File: config.mk
export PLATFORM = sky130hd
export DESIGN_NAME = sha256_message_digest
export DESIGN_NICKNAME = d
export VERILOG_FILES = /design/src/rtl/sha256_pkg.sv /design/src/rtl/sha256_front.sv /design/src/rtl/sha256_core.sv /design/src/rtl/sha256_message_digest.sv
export SDC_FILE = /design/constraint.sdc
export NUM_CORES = 2
export LEC_CHECK = 0
export BUFFER_PORTS_ARGS = -buffer_cell sky130_fd_sc_hd__buf_2
export CAP_MARGIN = 25
export CORE_UTILIZATION = 50
export DETAILED_ROUTE_END_ITERATION = 6
export GPL_ROUTABILITY_DRIVEN = 0
export PLACE_DENSITY = 0.68
export SYNTH_ARGS = -nofsm -noshare
export SYNTH_HDL_FRONTEND = slang
export SYNTH_SLANG_ARGS = --single-unit
export TNS_END_PERCENT = 5
File: constraint.sdc
create_clock -name clock -period 15.21 [get_ports clock]
set_input_delay 4.563 -clock clock [delete_from_list [all_inputs] [get_ports clock]]
set_output_delay 4.563 -clock clock [all_outputs]
set_load 0.005 [all_outputs]
File: src/rtl/sha256_pkg.sv
// ----------------------------------------------------------------------------
// sha256_pkg
// Shared types and constants of the SHA-256 digest block.
// ----------------------------------------------------------------------------
package sha256_pkg;

   localparam int QUEUE_DEPTH_DEF = 4;

   typedef struct packed {
      logic       final_byte;
      logic [7:0] msg_byte;
   } queue_item_type;

   typedef enum logic [2:0] {
      ST_FILL,
      ST_PAD80,
      ST_PADZ,
      ST_LEN,
      ST_COMP,
      ST_ADD,
      ST_OUT
   } core_state_type;

   localparam logic [7:0] PAD_MARK = 8'h80;

   localparam logic [31:0] INITIAL_H [8] = '{
      32'h6a09e667, 32'hbb67ae85, 32'h3c6ef372, 32'ha54ff53a,
      32'h510e527f, 32'h9b05688c, 32'h1f83d9ab, 32'h5be0cd19
   };

   localparam logic [31:0] ROUND_K [64] = '{
      32'h428a2f98, 32'h71374491, 32'hb5c0fbcf, 32'he9b5dba5,
      32'h3956c25b, 32'h59f111f1, 32'h923f82a4, 32'hab1c5ed5,
      32'hd807aa98, 32'h12835b01, 32'h243185be, 32'h550c7dc3,
      32'h72be5d74, 32'h80deb1fe, 32'h9bdc06a7, 32'hc19bf174,
      32'he49b69c1, 32'hefbe4786, 32'h0fc19dc6, 32'h240ca1cc,
      32'h2de92c6f, 32'h4a7484aa, 32'h5cb0a9dc, 32'h76f988da,
      32'h983e5152, 32'ha831c66d, 32'hb00327c8, 32'hbf597fc7,
      32'hc6e00bf3, 32'hd5a79147, 32'h06ca6351, 32'h14292967,
      32'h27b70a85, 32'h2e1b2138, 32'h4d2c6dfc, 32'h53380d13,
      32'h650a7354, 32'h766a0abb, 32'h81c2c92e, 32'h92722c85,
      32'ha2bfe8a1, 32'ha81a664b, 32'hc24b8b70, 32'hc76c51a3,
      32'hd192e819, 32'hd6990624, 32'hf40e3585, 32'h106aa070,
      32'h19a4c116, 32'h1e376c08, 32'h2748774c, 32'h34b0bcb5,
      32'h391c0cb3, 32'h4ed8aa4a, 32'h5b9cca4f, 32'h682e6ff3,
      32'h748f82ee, 32'h78a5636f, 32'h84c87814, 32'h8cc70208,
      32'h90befffa, 32'ha4506ceb, 32'hbef9a3f7, 32'hc67178f2
   };

endpackage

File: src/rtl/sha256_front.sv
// ----------------------------------------------------------------------------
// sha256_front
// Input queue: takes message bytes and holds them for the compression core.
// ----------------------------------------------------------------------------
module sha256_front import sha256_pkg::*; #(
   parameter int QUEUE_DEPTH = QUEUE_DEPTH_DEF  // power of two, at least 2
) (
   input  logic           clock,
   input  logic           reset,
   input  logic           req_push,
   output logic           req_full,
   input  logic [7:0]     req_msg_byte,
   input  logic           req_final_byte,
   output logic           q_valid,
   output queue_item_type q_item,
   input  logic           q_pop
);

   localparam int PTR_W = $clog2(QUEUE_DEPTH);
   localparam int CNT_W = $clog2(QUEUE_DEPTH + 1);
   localparam logic [CNT_W-1:0] FULL_CNT = CNT_W'(QUEUE_DEPTH);

   queue_item_type     slot_ff [QUEUE_DEPTH];
   logic [PTR_W-1:0]   wr_ptr_ff, wr_ptr_in;
   logic [PTR_W-1:0]   rd_ptr_ff, rd_ptr_in;
   logic [CNT_W-1:0]   count_ff, count_in;
   logic               do_push, do_pop;

   assign req_full = (count_ff == FULL_CNT);
   assign q_valid  = (count_ff != '0);
   assign q_item   = slot_ff[rd_ptr_ff];
   assign do_push  = req_push && !req_full;
   assign do_pop   = q_pop && q_valid;

   always_comb begin
      wr_ptr_in = do_push ? wr_ptr_ff + 1'b1 : wr_ptr_ff;
      rd_ptr_in = do_pop ? rd_ptr_ff + 1'b1 : rd_ptr_ff;
      count_in  = count_ff;
      if (do_push && !do_pop) begin
         count_in = count_ff + 1'b1;
      end else if (do_pop && !do_push) begin
         count_in = count_ff - 1'b1;
      end
   end

   always_ff @(posedge clock) begin
      if (reset) begin
         wr_ptr_ff <= '0;
         rd_ptr_ff <= '0;
         count_ff  <= '0;
      end else begin
         wr_ptr_ff <= wr_ptr_in;
         rd_ptr_ff <= rd_ptr_in;
         count_ff  <= count_in;
      end
   end

   always_ff @(posedge clock) begin
      if (do_push) begin
         slot_ff[wr_ptr_ff] <= '{final_byte: req_final_byte, msg_byte: req_msg_byte};
      end
   end

endmodule

File: src/rtl/sha256_core.sv
// ----------------------------------------------------------------------------
// sha256_core
// Block assembly, padding, one-round-per-cycle compression and digest output.
// ----------------------------------------------------------------------------
module sha256_core import sha256_pkg::*; (
   input  logic           clock,
   input  logic           reset,
   input  logic           q_valid,
   input  queue_item_type q_item,
   output logic           q_pop,
   output logic           rsp_empty,
   input  logic           rsp_pop,
   output logic [31:0]    rsp_digest_word,
   output logic [2:0]     rsp_word_index,
   output logic           rsp_last_word
);

   function automatic logic [31:0] rotr(input logic [31:0] x, input int n);
      rotr = (x >> n) | (x << (32 - n));
   endfunction

   core_state_type state_ff, state_in;
   core_state_type ret_ff, ret_in;
   logic [511:0]   blk_ff, blk_in;      // byte shift line, doubles as message schedule
   logic [5:0]     fill_ff, fill_in;
   logic [63:0]    bits_ff, bits_in;
   logic [63:0]    len_ff, len_in;
   logic [5:0]     round_ff, round_in;
   logic [2:0]     idx_ff, idx_in;
   logic [31:0]    v_ff [8];
   logic [31:0]    v_in [8];
   logic [31:0]    chain_ff [8];
   logic [31:0]    chain_in [8];

   logic           shift_en;
   logic [7:0]     shift_byte;
   logic           go_comp;
   logic [31:0]    w0, w1, w9, w14, w_new;
   logic [31:0]    s0, s1, sum0, sum1, ch, maj, t1, t2;

   assign w0  = blk_ff[511:480];
   assign w1  = blk_ff[479:448];
   assign w9  = blk_ff[223:192];
   assign w14 = blk_ff[63:32];

   always_comb begin
      s0    = rotr(w1, 7) ^ rotr(w1, 18) ^ (w1 >> 3);
      s1    = rotr(w14, 17) ^ rotr(w14, 19) ^ (w14 >> 10);
      w_new = s1 + w9 + s0 + w0;
      sum1  = rotr(v_ff[4], 6) ^ rotr(v_ff[4], 11) ^ rotr(v_ff[4], 25);
      ch    = (v_ff[4] & v_ff[5]) ^ (~v_ff[4] & v_ff[6]);
      t1    = v_ff[7] + sum1 + ch + ROUND_K[round_ff] + w0;
      sum0  = rotr(v_ff[0], 2) ^ rotr(v_ff[0], 13) ^ rotr(v_ff[0], 22);
      maj   = (v_ff[0] & v_ff[1]) ^ (v_ff[0] & v_ff[2]) ^ (v_ff[1] & v_ff[2]);
      t2    = sum0 + maj;
   end

   always_comb begin
      state_in   = state_ff;
      ret_in     = ret_ff;
      blk_in     = blk_ff;
      fill_in    = fill_ff;
      bits_in    = bits_ff;
      len_in     = len_ff;
      round_in   = round_ff;
      idx_in     = idx_ff;
      v_in       = v_ff;
      chain_in   = chain_ff;
      q_pop      = 1'b0;
      shift_en   = 1'b0;
      shift_byte = '0;
      go_comp    = 1'b0;

      case (state_ff)
         ST_FILL: begin
            if (q_valid) begin
               q_pop      = 1'b1;
               shift_en   = 1'b1;
               shift_byte = q_item.msg_byte;
               bits_in    = bits_ff + 64'd8;
               if (q_item.final_byte) begin
                  len_in  = bits_ff + 64'd8;
                  bits_in = '0;
               end
               if (fill_ff == 6'd63) begin
                  go_comp = 1'b1;
                  ret_in  = q_item.final_byte ? ST_PAD80 : ST_FILL;
               end else if (q_item.final_byte) begin
                  state_in = ST_PAD80;
               end
            end
         end
         ST_PAD80: begin
            shift_en   = 1'b1;
            shift_byte = PAD_MARK;
            ret_in     = ST_PADZ;
            state_in   = ST_PADZ;
            go_comp    = (fill_ff == 6'd63);
         end
         ST_PADZ: begin
            if (fill_ff == 6'd56) begin
               state_in = ST_LEN;
            end else begin
               shift_en = 1'b1;
               ret_in   = ST_PADZ;
               go_comp  = (fill_ff == 6'd63);
            end
         end
         ST_LEN: begin
            shift_en   = 1'b1;
            shift_byte = len_ff[63:56];
            len_in     = {len_ff[55:0], 8'h00};
            ret_in     = ST_OUT;
            go_comp    = (fill_ff == 6'd63);
         end
         ST_COMP: begin
            blk_in   = {blk_ff[479:0], w_new};
            round_in = round_ff + 1'b1;
            for (int i = 7; i > 0; i--) begin
               v_in[i] = v_ff[i-1];
            end
            v_in[4] = v_ff[3] + t1;
            v_in[0] = t1 + t2;
            if (round_ff == 6'd63) begin
               state_in = ST_ADD;
            end
         end
         ST_ADD: begin
            for (int i = 0; i < 8; i++) begin
               chain_in[i] = chain_ff[i] + v_ff[i];
            end
            state_in = ret_ff;
         end
         ST_OUT: begin
            if (rsp_pop) begin
               idx_in = idx_ff + 1'b1;
               if (idx_ff == 3'd7) begin
                  chain_in = INITIAL_H;
                  state_in = ST_FILL;
               end
            end
         end
         default: begin
            state_in = ST_FILL;
         end
      endcase

      if (shift_en) begin
         blk_in  = {blk_ff[503:0], shift_byte};
         fill_in = fill_ff + 1'b1;
      end
      if (go_comp) begin
         state_in = ST_COMP;
         round_in = '0;
         v_in     = chain_ff;
      end
   end

   always_ff @(posedge clock) begin
      if (reset) begin
         state_ff <= ST_FILL;
         ret_ff   <= ST_FILL;
         fill_ff  <= '0;
         bits_ff  <= '0;
         round_ff <= '0;
         idx_ff   <= '0;
         chain_ff <= INITIAL_H;
      end else begin
         state_ff <= state_in;
         ret_ff   <= ret_in;
         fill_ff  <= fill_in;
         bits_ff  <= bits_in;
         round_ff <= round_in;
         idx_ff   <= idx_in;
         chain_ff <= chain_in;
      end
   end

   always_ff @(posedge clock) begin
      blk_ff <= blk_in;
      len_ff <= len_in;
      v_ff   <= v_in;
   end

   assign rsp_empty       = (state_ff != ST_OUT);
   assign rsp_digest_word = chain_ff[idx_ff];
   assign rsp_word_index  = idx_ff;
   assign rsp_last_word   = (idx_ff == 3'd7);

endmodule

File: src/rtl/sha256_message_digest.sv
// ----------------------------------------------------------------------------
// sha256_message_digest
// SHA-256 over a byte stream, digest returned as eight 32-bit words.
// ----------------------------------------------------------------------------
// Usage:
//   Request side is a queue: drive req_msg_byte/req_final_byte with req_push;
//   a transfer happens when req_push is high and req_full is low. Mark the
//   last byte of each message with req_final_byte.
//   Response side is a queue: while rsp_empty is low the current digest word
//   is shown; rsp_pop takes it. Eight words come per message, word 0 first,
//   rsp_last_word high on word 7.
//   Throughput: one byte per cycle into the block shift line while the core
//   is filling a block; each full 64-byte block then holds the input for the
//   round loop (one round per cycle, then the chaining add).
//   After the final byte transfer, padding shifts one byte a cycle up to the
//   64-byte boundary, then one or two compressions run before the first
//   digest word is shown.
//   A small input queue keeps taking bytes while the core compresses or waits
//   on the response side. A stalled receiver holds the core in its output
//   state; input stalls once the queue fills.
//   Reset (synchronous) loads the initial hash values and empties both sides.
// ----------------------------------------------------------------------------
module sha256_message_digest import sha256_pkg::*; #(
   parameter int QUEUE_DEPTH = QUEUE_DEPTH_DEF
) (
   input  logic        clock,
   input  logic        reset,
   input  logic        req_push,
   output logic        req_full,
   input  logic [7:0]  req_msg_byte,
   input  logic        req_final_byte,
   output logic        rsp_empty,
   input  logic        rsp_pop,
   output logic [31:0] rsp_digest_word,
   output logic [2:0]  rsp_word_index,
   output logic        rsp_last_word
);

   logic           q_valid;
   logic           q_pop;
   queue_item_type q_item;

   sha256_front #(
      .QUEUE_DEPTH(QUEUE_DEPTH)
   ) u_front (
      .clock          (clock),
      .reset          (reset),
      .req_push       (req_push),
      .req_full       (req_full),
      .req_msg_byte   (req_msg_byte),
      .req_final_byte (req_final_byte),
      .q_valid        (q_valid),
      .q_item         (q_item),
      .q_pop          (q_pop)
   );

   sha256_core u_core (
      .clock           (clock),
      .reset           (reset),
      .q_valid         (q_valid),
      .q_item          (q_item),
      .q_pop           (q_pop),
      .rsp_empty       (rsp_empty),
      .rsp_pop         (rsp_pop),
      .rsp_digest_word (rsp_digest_word),
      .rsp_word_index  (rsp_word_index),
      .rsp_last_word   (rsp_last_word)
   );

endmodule

; Word-level counts from Yosys, hierarchy flattened
; Memories as Yosys holds them, arrays and structs flattened. A register that Yosys moved wholly into a read port is not among the register bits.
; Index checks and enable logic that the tools add are counted.
[totals]
regBits = 1180
mem_bits_rw = 36
mem_bits_ro = 2048
inputBits = 13
output_inout_bits = 38
wordCells = 187
memories = 2
[memory_table]
columns = memory, depth, width, read_ports, rd_clocked_by_memory_dff, wr, line
row1 = (name not given), 64, 32, 1, 0, 0, sha256_core.sv:52  ; t1 = v_ff[7] + sum1 + ch + ROUND_K[round_ff] + w0;
row2 = u_front.slot_ff, 4, 9, 1, 1, 1, sha256_front.sv:23  ; queue_item_type slot_ff [QUEUE_DEPTH];
[classes]
n_addsub = 26
n_lt_le_gt_ge = 2
eq_ne = 29
mux = 46
n_bitwise = 30
reduce_logical = 24
[op_table]
columns = op, n
row1 = $mux 256, 4
row2 = $mux 512, 2
row3 = $add 32x32->32, 18
row4 = $pmux 256 s2, 1
row5 = $xor 32x32->32, 9
row6 = $mux 64, 3
row7 = $and 32x32->32, 5
row8 = $mux 32, 4
row9 = $pmux 64 s2, 1
row10 = $bmux 32 s3, 1
row11 = $add 64x4->64 const B, 1
row12 = $mux 3, 13
row13 = $not 32->32, 1
row14 = $or 10x32->32, 1
row15 = $or 13x32->32, 1
row16 = $or 14x32->32, 1
row17 = $or 15x32->32, 1
row18 = $or 19x32->32, 1
row19 = $or 21x32->32, 1
row20 = $or 25x32->32, 1
row21 = $or 26x32->32, 1
row22 = $or 30x32->32, 1
row23 = $or 7x32->32, 1
row24 = $xor 32x22->32, 1
row25 = 37 further kinds, 83

; Longest topological paths before layout
[depth]
word_depth = 10
mapped_depth = 44

; Hierarchy
; Synthesis repeated with hierarchy kept, for this count alone.
[unflattened]
cells_unflattened = 8860
hier_area_um2 = 79485.0
[by_module_without_submodules]
columns = mod, instances, cells_per_inst, area_per_inst_um2
row1 = sha256_core, 1, 8765, 77720.8
row2 = sha256_front, 1, 95, 1764.2

; Worst setup path before layout
; OpenSTA, ideal clock, no wires.
[synth_path]
kind = register -> register
start = register u_front.count_ff[0]
end = register u_core.blk_ff[0], enable pin
setup_time_ns = 3.664
arrival_ns = 10.152
path_slack_ns = 1.394
stages_incl_launch_ff = 8
cell_sequence = dfxtp_1 > or3_1 > o21ai_0 > a21o_1 > clkbuf_1 > clkbuf_1 > clkbuf_1 > nand2_1
[synth_between]
elab_chain_len = 4
[synth_rtl]
columns = item, line
row1 = from (decl), sha256_front.sv:26  ; logic [CNT_W-1:0] count_ff, count_in;
row2 = from (signal assigned), sha256_front.sv:54  ; count_ff <= count_in;
row3 = $reduce_bool 3->1, sha256_front.sv:30  ; assign q_valid = (count_ff != '0);
row4 = $mux 1, sha256_core.sv:76  ; if (q_valid) begin
row5 = $pmux 1 s3, sha256_core.sv:74  ; case (state_ff)
row6 = $reduce_bool 2->1 (no source line), -
row7 = to (signal assigned), sha256_core.sv:180  ; blk_ff <= blk_in;
row8 = to (decl), sha256_core.sv:24  ; logic [511:0] blk_ff, blk_in;
; Every way passes these cells.
; A chain may end at the register's enable or synchronous reset.

==> flow_metrics.env <==
export IMPL_row_count=145
export IMPL_timing_reg2reg_setup_slack_ns=3.94
export IMPL_tightest_slew_ns=1.12
export IMPL_grt_antenna_before_repair=3
export IMPL_setup_violations=0
export IMPL_diodes=0
export IMPL_required_ns=15.87
export IMPL_fin_crit_sh=0.741
export IMPL_die_area_um2=161000
export IMPL_grtUsageMet3=0.0582
export IMPL_cts_tree="yes"
export IMPL_netlist_instances=8860
export IMPL_reg2regPathDepth=38
export IMPL_drive_above_1_share=0.0598
export IMPL_grt_pass1_wl_mm=363
export IMPL_yosys_warnings=0
export IMPL_hp_start="u_core.ret_ff[1]$_SDFFE_PP0P_"
export IMPL_violations="design-rule violations"
export IMPL_clk_pin_slew_ns=0.06
export IMPL_met2_usage=0.430
export IMPL_cp_arrival_ns=11.94
export IMPL_r2r_end="u_core.v_ff[255]$_DFFE_PP_"
export IMPL_synthFlopType="edfxtp_1"
export IMPL_slowest_delay_ns=1.13
export IMPL_stdcell_count=10800
export IMPL_cts_made_buffers=142
export IMPL_rr_startpoint="u_core.round_ff[0]$_SDFFE_PP0P_"
export IMPL_fmax_mhz=88.7
export IMPL_drt_iter0_drc=7714
export IMPL_path_max_fanout=26
export IMPL_fin_crit_ns=11.27
export IMPL_synth_edff_count=865
export IMPL_synth_top_cells_by_area="edfxtp_1 33%, nand2_1 11%, dfxtp_1 8.7%, ha_1 6.3%, fa_1 4.9%"
export IMPL_status="complete, but fails checks"
export IMPL_insertion_delay_ns=0.82
export IMPL_postCtsResizedCells=0
export IMPL_port_buffers=50
export IMPL_dp_final_hpwl_mm=167
export IMPL_p_per_area_nw_per_um2=275
export IMPL_routedWlPerCell_um=22.0
export IMPL_setup_tns_ns=0
export IMPL_met1_usage=0.402
export IMPL_final_max_slew_violation_count=0
export IMPL_worstSetupEndpointType="flop"
export IMPL_min_to="u_core.ret_ff[1]$_SDFFE_PP0P_"
export IMPL_netlist_area_um2=79500
export IMPL_synth_top_area_frac=0.327
export IMPL_hold_viol=0
export IMPL_synth_cell_types=103
export IMPL_rsz0062_at_grt="no"
export IMPL_cts_hold_fix_buffers=0
export IMPL_whs_ns=0.474
export IMPL_fp_dieH_um=401
export IMPL_layout_nets=9222
export IMPL_irDropWorstVdd_mv=0.560
export IMPL_yosysMostFrequentCell="nand2_1"
export IMPL_firstDrtPassIters=7
export IMPL_die_x_um=401
export IMPL_hp_class="flop to flop"
export IMPL_crit_start="u_core.round_ff[0]$_SDFFE_PP0P_"
export IMPL_synthTopCellsByCount="2400 x nand2_1, 865 x edfxtp_1, 527 x a21oi_1"
export IMPL_antenna_left=0
export IMPL_core_um2=157000
export IMPL_ios=51
export IMPL_cts_sinks=1212
export IMPL_drv_cap=0
export IMPL_clock_tree_root_cell="clkbuf_16"
export IMPL_via_per_inst=6.01
export IMPL_vias=64800
export IMPL_seq_area_frac_synth=0.414
export IMPL_synth_largest_area_cell="edfxtp_1"
export IMPL_leakage_nw=35.7
export IMPL_ys_seq_elements=1212
export IMPL_initial_core_util=0.506
export IMPL_hold_path_cell_count=2
export IMPL_synthToLayoutAreaGrowth_pct=8.09
export IMPL_path_class="flop to flop"
export IMPL_h_tree_depth=4
export IMPL_synthArstFlopShare=0
export IMPL_critPathLaunchType="flop"
export IMPL_cts_buffer_depth=3
export IMPL_gr_usage_all_layers=0.289
export IMPL_dpl_cell_count=10500
export IMPL_syn_num_nets=9471
export IMPL_grt_max_degree=208
export IMPL_max_slew_margin_rel=0.245
export IMPL_drc=9
export IMPL_grt_pass1_vias=61200
export IMPL_post_cts_buffers=0
export IMPL_avgSynthCellArea_um2=8.97
export IMPL_wirelength_mm=237
export IMPL_clock_skew_ns=0.0565
export IMPL_grt_most_used_layer="met2"
export IMPL_slowest_stage="ha_1"
export IMPL_grt_overflow=0
==> critical path, delay by kind of cell, from the launching register on <==
family                     cells  cell delay [ns]
buffers and inverters          3             0.46
and+or+nand+nor                5             0.88
adders and majority gates      7             3.68
xor gates and xnor gates       2             0.36
AOI/OAI and AO/OA             21             5.36
DFF                            1             0.33
==> metal layers <==
metal | up-vias | part of all wire
li1 | 30000 | -
met2 | 3047 | 0.43
met3 | 631 | 0.098
met4 | 2 | 0.050
met1 | 31200 | 0.42
met5 | - | 0.000055
==> layout by cell type (no fill, tap or decap), drive strengths merged, types with 47 or more instances in the layout <==
master	netlist	final
a21o	214	214
a21oi	530	530
a22oi	72	72
and3	59	59
buf	45	124
clkbuf	473	196
clkinv	3	47
dfxtp	347	347
edfxtp	865	865
fa	196	196
ha	402	402
inv	380	388
mux4	78	78
nand2	2400	2400
nand2b	154	154
nand3	106	106
nor2	496	496
nor2b	64	64
nor3	89	89
o21a	57	57
o21ai	497	497
o22ai	81	81
or3	50	50
xnor2	399	399
xor2	233	233
==> kinds of logic (layout without fill, tap and decap cells) <==
logic type	Yosys count	after routing	share of synthesized area
XOR/XNOR	633	633	0.0699
flip-flops	1212	1212	0.414
buffers and inverters	901	769	0.0430
multiplexers	155	155	0.0324
adder cells (fa/ha/maj)	601	601	0.113
AND/OR/NAND/NOR	3550	3550	0.187
AO/OA/AOI/OAI	1808	1808	0.141
==> worst max path at each step <==
stage | endpoint | slack (ns) | cells after the start
floorplan | u_core.blk_ff[0]$_DFFE_PP_ | 1.39 | 7
global placement | u_core.v_ff[255]$_DFFE_PP_ | 4.48 | 38
detailed placement | u_core.v_ff[255]$_DFFE_PP_ | 4.32 | 38
CTS | u_core.v_ff[255]$_DFFE_PP_ | 4.26 | 38
global route | u_core.v_ff[255]$_DFFE_PP_ | 3.49 | 38
finish | u_core.v_ff[255]$_DFFE_PP_ | 3.94 | 38
==> metrics by stage <==
stage | worst slack, ns | area [um2] | utilization | power (W)
after floorplan | 1.39 | 79500 | - | 0.0163
after global placement | 4.48 | 81100 | 0.516 | 0.0194
after detailed placement | 4.32 | 81100 | 0.516 | 0.0197
after CTS | 4.26 | 85800 | 0.546 | 0.0233
after global routing | 3.49 | 85900 | 0.547 | 0.0252
final | 3.94 | 85900 | 0.547 | 0.0237
==> where the power goes <==
| part | internal, W | total (W) | switching, W |
|---|---|---|---|
| clock network | 0.00198 | 0.00346 | 0.00148 |
| logic | 0.00546 | 0.0140 | 0.00851 |
| registers | 0.00541 | 0.00623 | 0.000816 |
==> flip-flops by register name, indices dropped and copies added, names as in the netlist, named ones only <==
register and cells:
u_core.chain_ff 256, u_core.blk_ff 512, u_front.wr_ptr_ff 2, u_core.len_ff 61, u_core.fill_ff 6, u_core.rsp_word_index 3, u_front.slot_ff 36, u_front.count_ff 3
u_core.bits_ff 61, u_core.v_ff 256, u_front.rd_ptr_ff 2, u_core.ret_ff 3, u_core.state_ff 3, u_core.round_ff 6
==> area by class of cell <==
class	instances	area, um2
Clock buffer	195	3860
Clock inverter	66	843
Fill cell	14000	71200
Inverter	383	1440
Multi-Input combinational cell	6747	43300
Sequential cell	1212	32900
Tap cell	2058	2570
Timing Repair Buffer	125	992
No activity file was read; power rests on OpenSTA's default activity.
